## src/hw/rtl/ntid_pkg.sv

```systemverilog
`timescale 1ns / 1ps

package ntid_pkg;

   // operation selector carried with every character
   typedef enum logic [1:0] {
      MODE_CREATE,
      MODE_DELETE,
      MODE_SEARCH,
      MODE_NONE
   } mode_type;

   // result status codes
   typedef enum logic [2:0] {
      ST_CREATED,
      ST_FULL,
      ST_EXISTS,
      ST_DELETED,
      ST_NOTFOUND,
      ST_FOUND,
      ST_TOOLONG
   } status_type;

   // back end sequencer states
   typedef enum logic [2:0] {
      BK_IDLE,
      BK_CHAR,
      BK_CHAR_CMP,
      BK_FIND,
      BK_FIND_CMP,
      BK_CREATE,
      BK_COPY,
      BK_RESULT
   } back_state_type;

endpackage

```

## src/hw/rtl/ntid_front.sv

```systemverilog
`timescale 1ns / 1ps

module ntid_front import ntid_pkg::*; #(
   parameter int NAME_BYTES = 32,
   localparam int PW = $clog2(NAME_BYTES),
   localparam int CMD_W = 2 * PW + 13
) (
   input  logic             clock,
   input  logic             reset,
   input  logic             req_tvalid,
   output logic             req_tready,
   input  logic [7:0]       name_char,
   input  logic [1:0]       req_mode,
   input  logic             name_last,
   input  logic             q_full,
   output logic             q_push,
   output logic [CMD_W-1:0] q_data
);

   typedef struct packed {
      logic           has_char;
      logic [7:0]     ch;
      logic [PW-1:0]  pos;
      logic [PW-1:0]  end_pos;
      logic           last;
      mode_type       mode;
      logic           too_long;
   } cmd_type;

   logic [PW-1:0] pos_ff, pos_in;
   logic          toolong_ff, toolong_in;
   logic          accept;
   logic          has_char;
   logic          at_limit;
   logic          take;
   cmd_type       cmd;

   assign req_tready = !q_full;
   assign accept     = req_tvalid && req_tready;
   assign has_char   = (name_char != 8'h00);
   assign at_limit   = (pos_ff == PW'(NAME_BYTES - 1));
   assign take       = has_char && !at_limit;

   always_comb begin
      cmd.has_char = take;
      cmd.ch       = name_char;
      cmd.pos      = pos_ff;
      cmd.end_pos  = take ? pos_ff + PW'(1) : pos_ff;
      cmd.last     = name_last;
      cmd.mode     = mode_type'(req_mode);
      cmd.too_long = toolong_ff || (has_char && at_limit);
   end

   assign q_push = accept && (take || name_last);
   assign q_data = cmd;

   always_comb begin
      pos_in     = pos_ff;
      toolong_in = toolong_ff;
      if (accept) begin
         if (name_last) begin
            pos_in     = '0;
            toolong_in = 1'b0;
         end else if (take) begin
            pos_in = pos_ff + PW'(1);
         end else if (has_char) begin
            toolong_in = 1'b1;
         end
      end
   end

   always_ff @(posedge clock) begin
      if (reset) begin
         pos_ff     <= '0;
         toolong_ff <= 1'b0;
      end else begin
         pos_ff     <= pos_in;
         toolong_ff <= toolong_in;
      end
   end

endmodule

```

## config.mk

```make
export PLATFORM = sky130hd
export DESIGN_NAME = ntid_front
export DESIGN_NICKNAME = d
export VERILOG_FILES = /design/src/hw/rtl/ntid_pkg.sv /design/src/hw/rtl/ntid_front.sv
export SDC_FILE = /design/constraint.sdc
export NUM_CORES = 1
export LEC_CHECK = 0
export BUFFER_PORTS_ARGS = -buffer_cell sky130_fd_sc_hd__buf_4
export CAP_MARGIN = 20
export CORE_AREA = 5 5 42 44
export CTS_CLUSTER_SIZE = 28
export DETAILED_ROUTE_END_ITERATION = 16
export DIE_AREA = 0 0 47 49
export GPL_ROUTABILITY_DRIVEN = 0
export PLACE_DENSITY_LB_ADDON = 0.05
export SYNTH_ARGS = -nofsm -noshare
export SYNTH_HDL_FRONTEND = slang
export SYNTH_SLANG_ARGS = --single-unit
```

## constraint.sdc

```tcl
create_clock -name clock -period 3.63 [get_ports clock]
set_input_delay 0.726 -clock clock [delete_from_list [all_inputs] [get_ports clock]]
set_output_delay 0.726 -clock clock [all_outputs]
set_load 0.1 [all_outputs]
```

==> run_results.csv <==
group,metric,value,unit
logic_synthesis,ys_seq_area_share,23.6,%
final_layout,synthToLayoutAreaGrowth,43.8,%
logic_synthesis,yosys.area.top_type,"dfxtp_1",
pwr,vdd_drop_max,232,µV
logic_synthesis,yosys_most_used_dff,"dfxtp_1",
final_layout,fin_nets,107,
clock_tree,clockBufferDepth,2,
clock_tree,cts_tree,"yes",
clock_tree,path_clk_slew,0.04,ns
setup_path,crit_slowest_cell,"a21oi_1",
sta,relSlewSlack,42.8,%
logic_synthesis,synth_top_area_share,23.6,%
floorplan,fp.dieArea,2300,µm²
setup_path,worst_setup_path_end_kind,"primary output",
status,outcome,"finished clean",
sta,min_period_over_period,91.7,%
clock_tree,cts_max_level,1,
logic_synthesis,synth_commonest_cells,"buf_4, nand2_1, dfxtp_1",
global_routing,grt_pass1_vias,440,
logic_synthesis,synth_edf_count,0,
final_layout,n_antenna_cell,0,
setup_path,critPathKind,"flip-flop to primary output",
clock_tree,post_cts_buffers,0,
setup_path,critPathLaunchType,"flip-flop",
placed_design,post-place-ws,0.539,ns
setup_path,slowest_delay,0.67,ns
setup_path,crit_arrival,2.60,ns
route,post_drt_wl_per_cell,11.8,µm
logic_synthesis,syn_avg_cell_area,7.94,µm²
logic_synthesis,synthMostInstantiatedCell,"buf_4",
final_layout,layout-drive-gt1-share,50.0,%
route,drtIter0Drc,3,
route,routed_via_density,4.94,
floorplan,dieWidth,47,µm
min_path,hp-class,"flip-flop to flip-flop",
setup_path,path_common_cell,"ha_1",
clock_tree,cts_sinks,6,
pwr,seqPwrFrac,30.2,%
setup_path,crit_chain,"ha_1, and3_1, ha_1, a21oi_1, nand2_1, xnor2_2, buf_4",
floorplan,die_h,49,µm
sta,fmax,0.300,GHz
logic_synthesis,yosys_register_bits,6,
final_layout,fillers,156,
global_routing,grt_use_total,11.1,%
pwr,switching_share,43.6,%
setup_path,crit_buf_inv,1,
sta,setup_viol,0,
pwr,finalPower,0.225,mW
sta,finalWorstPathRequiredPeriod,3.33,ns
clock_tree,hold_buffers,0,
final_layout,stdcell_area,731,µm²
global_routing,grt_util_met3,4.43,%
logic_synthesis,synth_nets,81,
sta,rsz0062_at_grt,"false",
floorplan,pin_count,40,
floorplan,initial_core_util,36.2,%
min_path,holdCritStartpoint,"pos_ff[4]",
placed_design,placed_cells,101,
setup_path,startpoint,"pos_ff[0]",
placed_design,place_area,708,µm²
logic_synthesis,syn_area,508,µm²
setup_path,crit_path_max_fanout,11,
logic_synthesis,ys_types,27,
global_routing,antenna_found_initial,0,
pwr,power_switching,0.0984,mW
setup_path,path_delay_family,"compound AO/OA/AOI/OAI gates",
floorplan,rows,14,
pwr,power_frac_clock,26.6,%
sta,setup_ws,0.300,ns
sta,tightest_slew,0.858,ns
logic_synthesis,synthCells,64,
route,vias,514,
sta,drv_slew,0,
final_layout,final_cells,104,
global_routing,grt_max_degree,12,
global_routing,grt.met1_usage,11.9,%
sta,finClkSkew,0.00160,ns
route,drtAntennaViolNets,0,
floorplan,core_region_area,1400,µm²
route,finalWirelength,1230,µm
placed_design,hpwlAfterDp,1040,µm
setup_path,required,2.90,ns
clock_tree,clk_latency,0.24,ns
route,drc_errors,0,
pwr,p_int,0.127,mW
clock_tree,cts_buffers,3,
logic_synthesis,synth_area_leaders,"dfxtp_1, buf_4, nand2_1, ha_1, nand2b_1",
global_routing,grt-busiest-layer,"met2",
pwr,pwr-share-comb,43.2,%
final_layout,final_core_utilization,52.1,%
clock_tree,cts-resized-gates,0,
logic_synthesis,async_flop_share,0,%
sta,final_hold_viol_count,0,
pwr,p_leak,0.343,nW
global_routing,grt_pass1_wl,1810,µm
setup_path,reg2reg_from,"pos_ff[0]",
pwr,pwr_density_cell,308,nW/µm²
logic_synthesis,yosys_warnings,0,
global_routing,use_met2,16.1,%
placed_design,port_buffers,35,
global_routing,gr-total-overflow,0,
flow_run,maxCapViolations,0,
route,drtPass1Iterations,2,
clock_tree,cts_root_buffer,"clkbuf_4",
-- cell families after synthesis --
| family | synth area share (%) |
|---|---|
| flops | 23.6 |
| buf+inv | 24.4 |
| fa+ha+maj | 4.93 |
| xor+xnor | 5.17 |
| compound gates | 17.2 |
| simple gates | 24.6 |
-- power groups by stage --
stage | registers [mW] | logic [mW] | clock network (mW)
final | 0.0681 | 0.0973 | 0.0600
after global routing | 0.0681 | 0.101 | 0.0700
after CTS | 0.0680 | 0.0981 | 0.0638
after detailed placement | 0.0692 | 0.0980 | 0
after global placement | 0.0691 | 0.0979 | 0
after floorplan | 0.0739 | 0.0843 | 0
-- worst min-delay path: stages (launching register included) --
cell and delay (ns):
dfxtp_1 0.32, inv_1 0.07, o32ai_1 0.08
-- placed cells by master (no fill, tap or decap), drive strengths merged, types with 2 or more instances in the layout --
cell and n:
nand2b 4, nand2 7, a31oi 2, a21oi 3
nor4 2, xor2 2, dfxtp 6, inv 5
buf 35, o21ai 2, ha 2, clkbuf 3
o32ai 2
-- state kept, by name, summed over array words and instances (netlist names) --
name	cells
pos_ff	5
toolong_ff	1
-- layout make-up --
class	count	area (µm²)	area share [%]
tap	16	20.0	2.74
clock buffer	3	22.5	3.08
timing repair buffer	35	263	36.0
sequential	6	120	16.4
multi-input combinational	39	287	39.2
inverter	5	18.8	2.57
-- metrics by stage --
step / TNS (ns) / hold WS, ns
after floorplan: -0.767 / 0.491
final: 0 / 0.528
after global routing: 0 / 0.529
after CTS: 0 / 0.518
after global placement: 0 / 0.511
after detailed placement: 0 / 0.508
-- per-layer routing --
layer / vias to the layer above / wire length, µm
met5: - / 0
met4: 0 / 21
met3: 2 / 189
met2: 23 / 572
met1: 230 / 448
li1: 259 / -
-- worst paths after layout --
check | end | cells past startpoint | slack (ns)
setup / recovery | q_data[6] | 7 | 0.30
hold / removal | pos_ff[4] | 2 | 0.53
setup reg to reg | pos_ff[0] | 6 | 1.43
hold reg to reg | pos_ff[4] | 2 | 0.53
No activity file was read; power rests on OpenSTA's default activity.
