File: config.mk
export PLATFORM = sky130hd
export DESIGN_NAME = ntid_fifo
export DESIGN_NICKNAME = d
export VERILOG_FILES = /design/src/hw/rtl/ntid_fifo.sv
export SDC_FILE = /design/constraint.sdc
export NUM_CORES = 1
export LEC_CHECK = 0
export BUFFER_PORTS_ARGS = -buffer_cell sky130_fd_sc_hd__clkbuf_2
export CAP_MARGIN = 20
export CORE_MARGIN = 2
export CORE_UTILIZATION = 61
export DETAILED_ROUTE_END_ITERATION = 12
export PLACE_DENSITY = 0.8
export SETUP_SLACK_MARGIN = 0.2
export SYNTH_ARGS = -nofsm -noshare
export SYNTH_HDL_FRONTEND = slang
export SYNTH_SLANG_ARGS = --single-unit
File: constraint.sdc
create_clock -name clock -period 5.2 [get_ports clock]
set_input_delay 0.26 -clock clock [delete_from_list [all_inputs] [get_ports clock]]
set_output_delay 0.26 -clock clock [all_outputs]
set_load 0.005 [all_outputs]
File: src/hw/rtl/ntid_fifo.sv
`timescale 1ns / 1ps

module ntid_fifo #(
   parameter int WIDTH = 23,
   parameter int DEPTH = 4,
   localparam int AW = (DEPTH > 1) ? $clog2(DEPTH) : 1,
   localparam int FW = $clog2(DEPTH + 1)
) (
   input  logic             clock,
   input  logic             reset,
   input  logic             push,
   input  logic [WIDTH-1:0] push_data,
   output logic             full,
   input  logic             pop,
   output logic             not_empty,
   output logic [WIDTH-1:0] head
);

   logic [WIDTH-1:0] slot_ff [DEPTH];
   logic [AW-1:0]    wr_ptr_ff, wr_ptr_in;
   logic [AW-1:0]    rd_ptr_ff, rd_ptr_in;
   logic [FW-1:0]    fill_ff, fill_in;
   logic             do_push;
   logic             do_pop;

   assign full      = (fill_ff == FW'(DEPTH));
   assign not_empty = (fill_ff != '0);
   assign head      = slot_ff[rd_ptr_ff];
   assign do_push   = push && !full;
   assign do_pop    = pop && not_empty;

   always_comb begin
      wr_ptr_in = wr_ptr_ff;
      rd_ptr_in = rd_ptr_ff;
      fill_in   = fill_ff;
      if (do_push) begin
         wr_ptr_in = (wr_ptr_ff == AW'(DEPTH - 1)) ? '0 : wr_ptr_ff + AW'(1);
      end
      if (do_pop) begin
         rd_ptr_in = (rd_ptr_ff == AW'(DEPTH - 1)) ? '0 : rd_ptr_ff + AW'(1);
      end
      if (do_push && !do_pop) begin
         fill_in = fill_ff + FW'(1);
      end else if (do_pop && !do_push) begin
         fill_in = fill_ff - FW'(1);
      end
   end

   always_ff @(posedge clock) begin
      if (reset) begin
         wr_ptr_ff <= '0;
         rd_ptr_ff <= '0;
         fill_ff   <= '0;
      end else begin
         wr_ptr_ff <= wr_ptr_in;
         rd_ptr_ff <= rd_ptr_in;
         fill_ff   <= fill_in;
      end
   end

   always_ff @(posedge clock) begin
      if (do_push) begin
         slot_ff[wr_ptr_ff] <= push_data;
      end
   end

endmodule

==> results of run 1 <==
==> stage by stage <==
stage / setup slack (ns) / util [%] / area [um2]
2_1_floorplan: 3.02 / - / 3810
3_3_place_gp: 2.95 / 68.7 / 4110
3_5_place_dp: 2.81 / 68.7 / 4110
4_1_cts: 2.78 / 71.4 / 4280
5_1_grt: 2.63 / 71.4 / 4280
6_report: 2.77 / 71.4 / 4280
==> cell usage after synthesis, drive strengths merged <==
cell type / instances
o31ai: 2
xor2: 2
o21ai: 2
nand3: 2
ha: 6
clkbuf: 1
nor3: 1
fa: 1
and3: 4
dfxtp: 9
buf: 6
a21oi: 3
or3b: 1
mux4: 23
or3: 3
clkinv: 1
inv: 4
nor2: 4
nand2: 1
mux2i: 2
edfxtp: 92
==> final cells by class <==
class,instances,share of cell area [%]
repair buffers,51,5.96
multi-input cells,57,18.6
clock inverters,6,0.906
clock buffers,10,2.98
well taps,75,2.19
flip-flops and latches,101,68.8
inverters,5,0.555
==> per-layer routing <==
layer | vias up | wire length, um
met2 | 53 | 3060
met4 | 0 | 112
li1 | 814 | -
met5 | - | 0
met3 | 13 | 290
met1 | 894 | 2500
==> worst max-delay path, cell delays in order (launching register included) <==
cell and delay [ns]:
dfxtp_1 0.44, or3b_1 0.31, clkinv_4 0.09, nor2_2 0.13, ha_1 0.21, inv_1 0.07
fa_1 0.38, xor2_1 0.17, or3_2 0.41, a21oi_1 0.15
==> placed cells by master (no fill, tap or decap), types with 2 or more instances in the layout <==
cell type and n:
edfxtp_1 92, clkbuf_2 51, mux4_2 23, clkbuf_8 9
dfxtp_1 8, ha_1 6, inv_1 4, and3_2 4
nor2_1 3, a21oi_1 3, clkinv_2 3, o31ai_2 2
or3_2 2, xor2_1 2, nand3_1 2, mux2i_1 2
clkinvlp_4 2
==> flip-flops by register name (all words and copies together) (netlist names), named ones only <==
name	cells
fill_ff	3
rd_ptr_ff	2
slot_ff	92
wr_ptr_ff	2
==> worst min-delay path by stage <==
stage,end,cells past startpoint
after global routing,slot_ff[1][22],1
after detailed placement,slot_ff[0][4],1
after floorplan,slot_ff[0][0],0
after global placement,slot_ff[2][21],1
after CTS,slot_ff[0][8],1
final,slot_ff[0][4],1
==> logic make-up (layout without fill, tap and decap cells) <==
group,count (synthesis),in the layout,share of synthesized area [%]
buf+inv,12,72,1.87
flops,101,101,77.2
mux,25,25,14.1
fa+ha+maj,7,7,2.50
compound gates,7,7,1.31
simple gates,16,16,2.53
xor+xnor,2,2,0.460
==> where the power goes <==
| part | switching (uW) | internal, uW |
|---|---|---|
| logic | 163 | 216 |
| registers | 78.5 | 984 |
| clock network | 251 | 173 |
==> flow_metrics.py, run 1 <==
metrics = {
    "status": {
        "outcome": "complete, no violations",
    },
    "setup_path": {
        "arrival_ns": 2.71,
        "start_kind": "flop",
        "cp.required_ns": 5.48,
        "r2r_end": "fill_ff[2]",
        "rrSetupSlack_ns": 2.77,
        "rr_worst_depth": 9,
        "endpoint_kind": "flop",
        "critPathKind": "reg -> reg",
        "crit_fanout": 7,
        "cp-endpoint": "fill_ff[2]",
        "cp-startpoint": "fill_ff[0]",
        "r2r-start": "fill_ff[0]",
    },
    "timing": {
        "period_minus_slack_ns": 2.43,
        "setup_viol": 0,
        "period_share_pct": 46.8,
        "setup_tns_ns": 0,
        "rsz0062_at_grt": "false",
        "fmax_mhz": 411,
        "slew_viol_final": 0,
        "worstMarginPinSlew_ns": 1.09,
        "whs_ns": 0.126,
        "final.setup_skew_ns": 0.00695,
        "hold_viol": 0,
        "relSlewSlack_pct": 27.6,
    },
    "synthesis": {
        "synth_top_area_cell": "edfxtp_1",
        "synthCells": 170,
        "synth_fp_nets": 204,
        "yosysTopAreaCellShare_pct": 72.5,
        "synth_cell_types": 27,
        "synthTopCellsByArea": "edfxtp_1, mux4_2, dfxtp_1",
        "synth_area_mm2": 0.00381,
        "syn_avg_cell_area_um2": 22.4,
        "ys_ff_latch": 101,
        "yosysSeqAreaShare_pct": 77.2,
        "yosysWarnings": 0,
    },
    "clock_network": {
        "clkLatencyLatePin_ns": 0.35,
        "post_cts_buffers": 0,
        "cts_sinks": 101,
        "htreeDepth": 3,
        "clockBufferDepth": 2,
        "postCtsResizedCells": 0,
        "hold_buffers": 0,
        "clkTransAtPathRegs_ns": 0.09,
        "cts_buffers": 9,
        "cts_root_buf": "clkbuf_8",
        "cts_tree": "built",
    },
    "hold_path": {
        "min-delay-start": "push_data[4]",
        "min_path_type": "in -> reg",
    },
    "cells_and_area": {
        "stdcell_count": 305,
        "final_nets": 259,
        "drive_gt1_share_pct": 43.5,
        "fill_cells": 350,
        "syn2layout_area_growth_pct": 12.3,
        "antenna_cells": 0,
        "multi_input_area_um2": 797,
        "seqCellArea_mm2": 0.00294,
    },
    "global_route": {
        "met1_usage_pct": 24.5,
        "grt_pass1_vias": 1881,
        "grt_most_used_layer": "met2",
        "grt_overflow": 0,
        "use_met2_pct": 30.4,
        "antenna_found_initial": 0,
        "grt_pass1_wl_um": 9700,
        "use_met3_pct": 5.07,
        "grt_util_all_layers_pct": 18.9,
        "grt_max_degree": 24,
    },
    "floorplan": {
        "initial_core_util_pct": 63.6,
        "die_h_um": 83.0,
        "die_x_um": 83.0,
        "core_region_area_mm2": 0.00599,
        "row_count": 28,
        "pin_count": 52,
        "dieArea_mm2": 0.00690,
    },
    "placement": {
        "gp_congestion": 0.730,
        "dpl.cell_count": 289,
        "hpwl_um": 3730,
        "io_buffers": 51,
    },
    "power_and_ir_drop": {
        "ir_worst_vdd_uv": 312,
        "p_total_uw": 1870,
        "p_leak_uw": 0.00149,
        "cellPowerDensity_mw_per_mm2": 436,
    },
    "flow_run": {
        "cap_violations": 0,
    },
    "route": {
        "ant_nets": 0,
        "detail_route.vias_per_cell": 5.82,
        "drc": 0,
        "vias": 1774,
        "wl_um": 5970,
        "dr.pass1.iters": 4,
        "initialDrtViolationCount": 106,
        "wire_per_inst_um": 19.6,
    },
}
Power figures use the tool's default switching activity.
==> inputs of run 2 (changes only) <==
--- a/config.mk
+++ b/config.mk
@@ -8,9 +8,9 @@
 export BUFFER_PORTS_ARGS = -buffer_cell sky130_fd_sc_hd__clkbuf_2
 export CAP_MARGIN = 20
 export CORE_MARGIN = 2
-export CORE_UTILIZATION = 61
+export CORE_UTILIZATION = 51
 export DETAILED_ROUTE_END_ITERATION = 12
-export PLACE_DENSITY = 0.8
+export PLACE_DENSITY = 0.71
 export SETUP_SLACK_MARGIN = 0.2
 export SYNTH_ARGS = -nofsm -noshare
 export SYNTH_HDL_FRONTEND = slang
==> constraint.sdc (replaced) <==
create_clock -name clock -period 2.2 [get_ports clock]
set_input_delay 0.11 -clock clock [delete_from_list [all_inputs] [get_ports clock]]
set_output_delay 0.11 -clock clock [all_outputs]
set_load 0.005 [all_outputs]
==> run 2 against run 1 <==
Net effect:
- via count increased by 3.4%
- utilization decreased by 6.0 points
- register-to-register slack got worse by 2.6 ns
- sequential power increased by 130%
- largest cell class unchanged
- highest routed layer unchanged
==> flow_metrics.py, run 2 (synthesis results as in run 1) <==
metrics = {
    "placement": {
        "gp_congestion": 0.724,
        "dpl.cell_count": 317,
        "hpwl_um": 3840,
        "placed_area_mm2": 0.00423,
        "io_buffers": 51,
    },
    "cells_and_area": {
        "layout_commonest_cell": "edfxtp_1",
        "drive_gt1_share_pct": 43.8,
        "final_nets": 287,
        "layout_common_cells": "edfxtp_1, clkbuf_2, mux4_2, dlygate4sd3_1, clkbuf_8",
        "utilization_pct": 65.5,
        "syn2layout_area_growth_pct": 24.6,
        "stdcell_area_mm2": 0.00475,
        "top_regs": "slot_ff (92), fill_ff (3)",
        "antenna_cells": 0,
        "top_register": "slot_ff",
        "stdcell_count": 357,
        "largest_register_ffs": 92,
    },
    "floorplan": {
        "dieArea_mm2": 0.00818,
        "initial_core_util_pct": 52.5,
        "die_x_um": 90.4,
        "pin_count": 52,
        "row_count": 31,
        "core_region_area_mm2": 0.00725,
        "die_h_um": 90.4,
    },
    "global_route": {
        "grt_util_all_layers_pct": 17.0,
        "grt_overflow": 0,
        "met1_usage_pct": 20.9,
        "antenna_found_initial": 0,
        "use_met2_pct": 28.2,
        "grt_max_degree": 24,
        "grt_pass1_vias": 2036,
        "use_met3_pct": 5.26,
        "grt_most_used_layer": "met2",
        "grt_pass1_wl_um": 10100,
    },
    "route": {
        "vias": 1835,
        "wl_um": 6220,
        "dr.pass1.iters": 4,
        "initialDrtViolationCount": 115,
        "drc": 0,
        "ant_nets": 0,
        "detail_route.vias_per_cell": 5.14,
        "wire_per_inst_um": 17.4,
    },
    "setup_path": {
        "start_kind": "flop",
        "rrSetupSlack_ns": 0.21,
        "critPathKind": "reg -> reg",
        "endpoint_kind": "flop",
        "crit_fanout": 5,
        "arrival_ns": 2.28,
        "cp.required_ns": 2.49,
    },
    "power_and_ir_drop": {
        "p_total_uw": 5030,
        "p_leak_uw": 0.00167,
        "ir_worst_vdd_uv": 616,
        "cellPowerDensity_mw_per_mm2": 1060,
    },
    "timing": {
        "period_share_pct": 90.7,
        "setup_tns_ns": 0,
        "fmax_mhz": 501,
        "worstMarginPinSlew_ns": 0.623,
        "rsz0062_at_grt": "true",
        "final.setup_skew_ns": 0.0151,
        "hold_viol": 0,
        "setup_viol": 0,
        "period_minus_slack_ns": 1.99,
        "relSlewSlack_pct": 58.5,
        "slew_viol_final": 0,
    },
    "clock_network": {
        "htreeDepth": 3,
        "cts_root_buf": "clkbuf_8",
        "cts_sinks": 101,
        "clkTransAtPathRegs_ns": 0.09,
        "clkLatencyLatePin_ns": 0.36,
        "clockBufferDepth": 2,
        "cts_tree": "built",
        "cts_buffers": 9,
    },
    "status": {
        "outcome": "complete, no violations",
    },
    "hold_path": {
        "min_path_type": "in -> reg",
    },
    "flow_run": {
        "cap_violations": 0,
    },
}
## run 2: cell count changes in the layout (fill, tap and decap cells not counted), sizes merged
cell | before | now
clkinv | 4 | 2
dlygate4sd3 | 0 | 23
clkinvlp | 2 | 0
bufinv | 0 | 4
buf | 0 | 5
## run 2: layout make-up
class                   count  area, um2
well taps                  99        124
clock buffers              10        128
fillers                   506       2500
repair buffers             79        548
multi-input cells          57        836
clock inverters             6        134
flip-flops and latches    101       2960
inverters                   5       23.8
## run 2: path summary, 6_finish.rpt
check | from | endpoint | depth (start not counted)
worst min-delay path | reset | fill_ff[2] | 2
worst max-delay path | fill_ff[2] | fill_ff[2] | 9
worst min register to register | rd_ptr_ff[0] | flop | 2
worst max register to register | fill_ff[2] | fill_ff[2] | 9
## run 2: metrics by stage
step | worst slack [ns] | hold slack, ns
4_1_cts | 0.202 | 0.0182
3_3_place_gp | 0.209 | 0.329
3_5_place_dp | 0.162 | 0.332
6_report | 0.205 | 0.0263
2_1_floorplan | 0.220 | 0.209
5_1_grt | 0.142 | 0.0215
## run 2: worst max-delay path, stage by stage (launching register included)
cell and delay, ns:
dfxtp_4 0.37, or3b_4 0.25, clkinv_4 0.06, nor2_4 0.12, ha_4 0.16, inv_2 0.04
fa_2 0.35, xor2_1 0.15, or3_4 0.32, a21oi_2 0.11
## run 2: metal layers
metal	routed length, um	vias to the layer above
met3	256	10
met2	3220	48
met1	2630	917
met5	0	-
met4	121	0
li1	-	860
## run 2: power by group
group	switching, uW	total, uW	internal, uW
Clock	599	1470	873
Combinational	490	1110	619
Sequential	113	2450	2340
## run 2: what timing repair did
action,CTS,global route
setup endpoints to repair,1,1
hold buffers,23,0
pin swaps,1,0
setup buffers,1,0
hold endpoints to repair,92,0
gates resized for setup,3,1
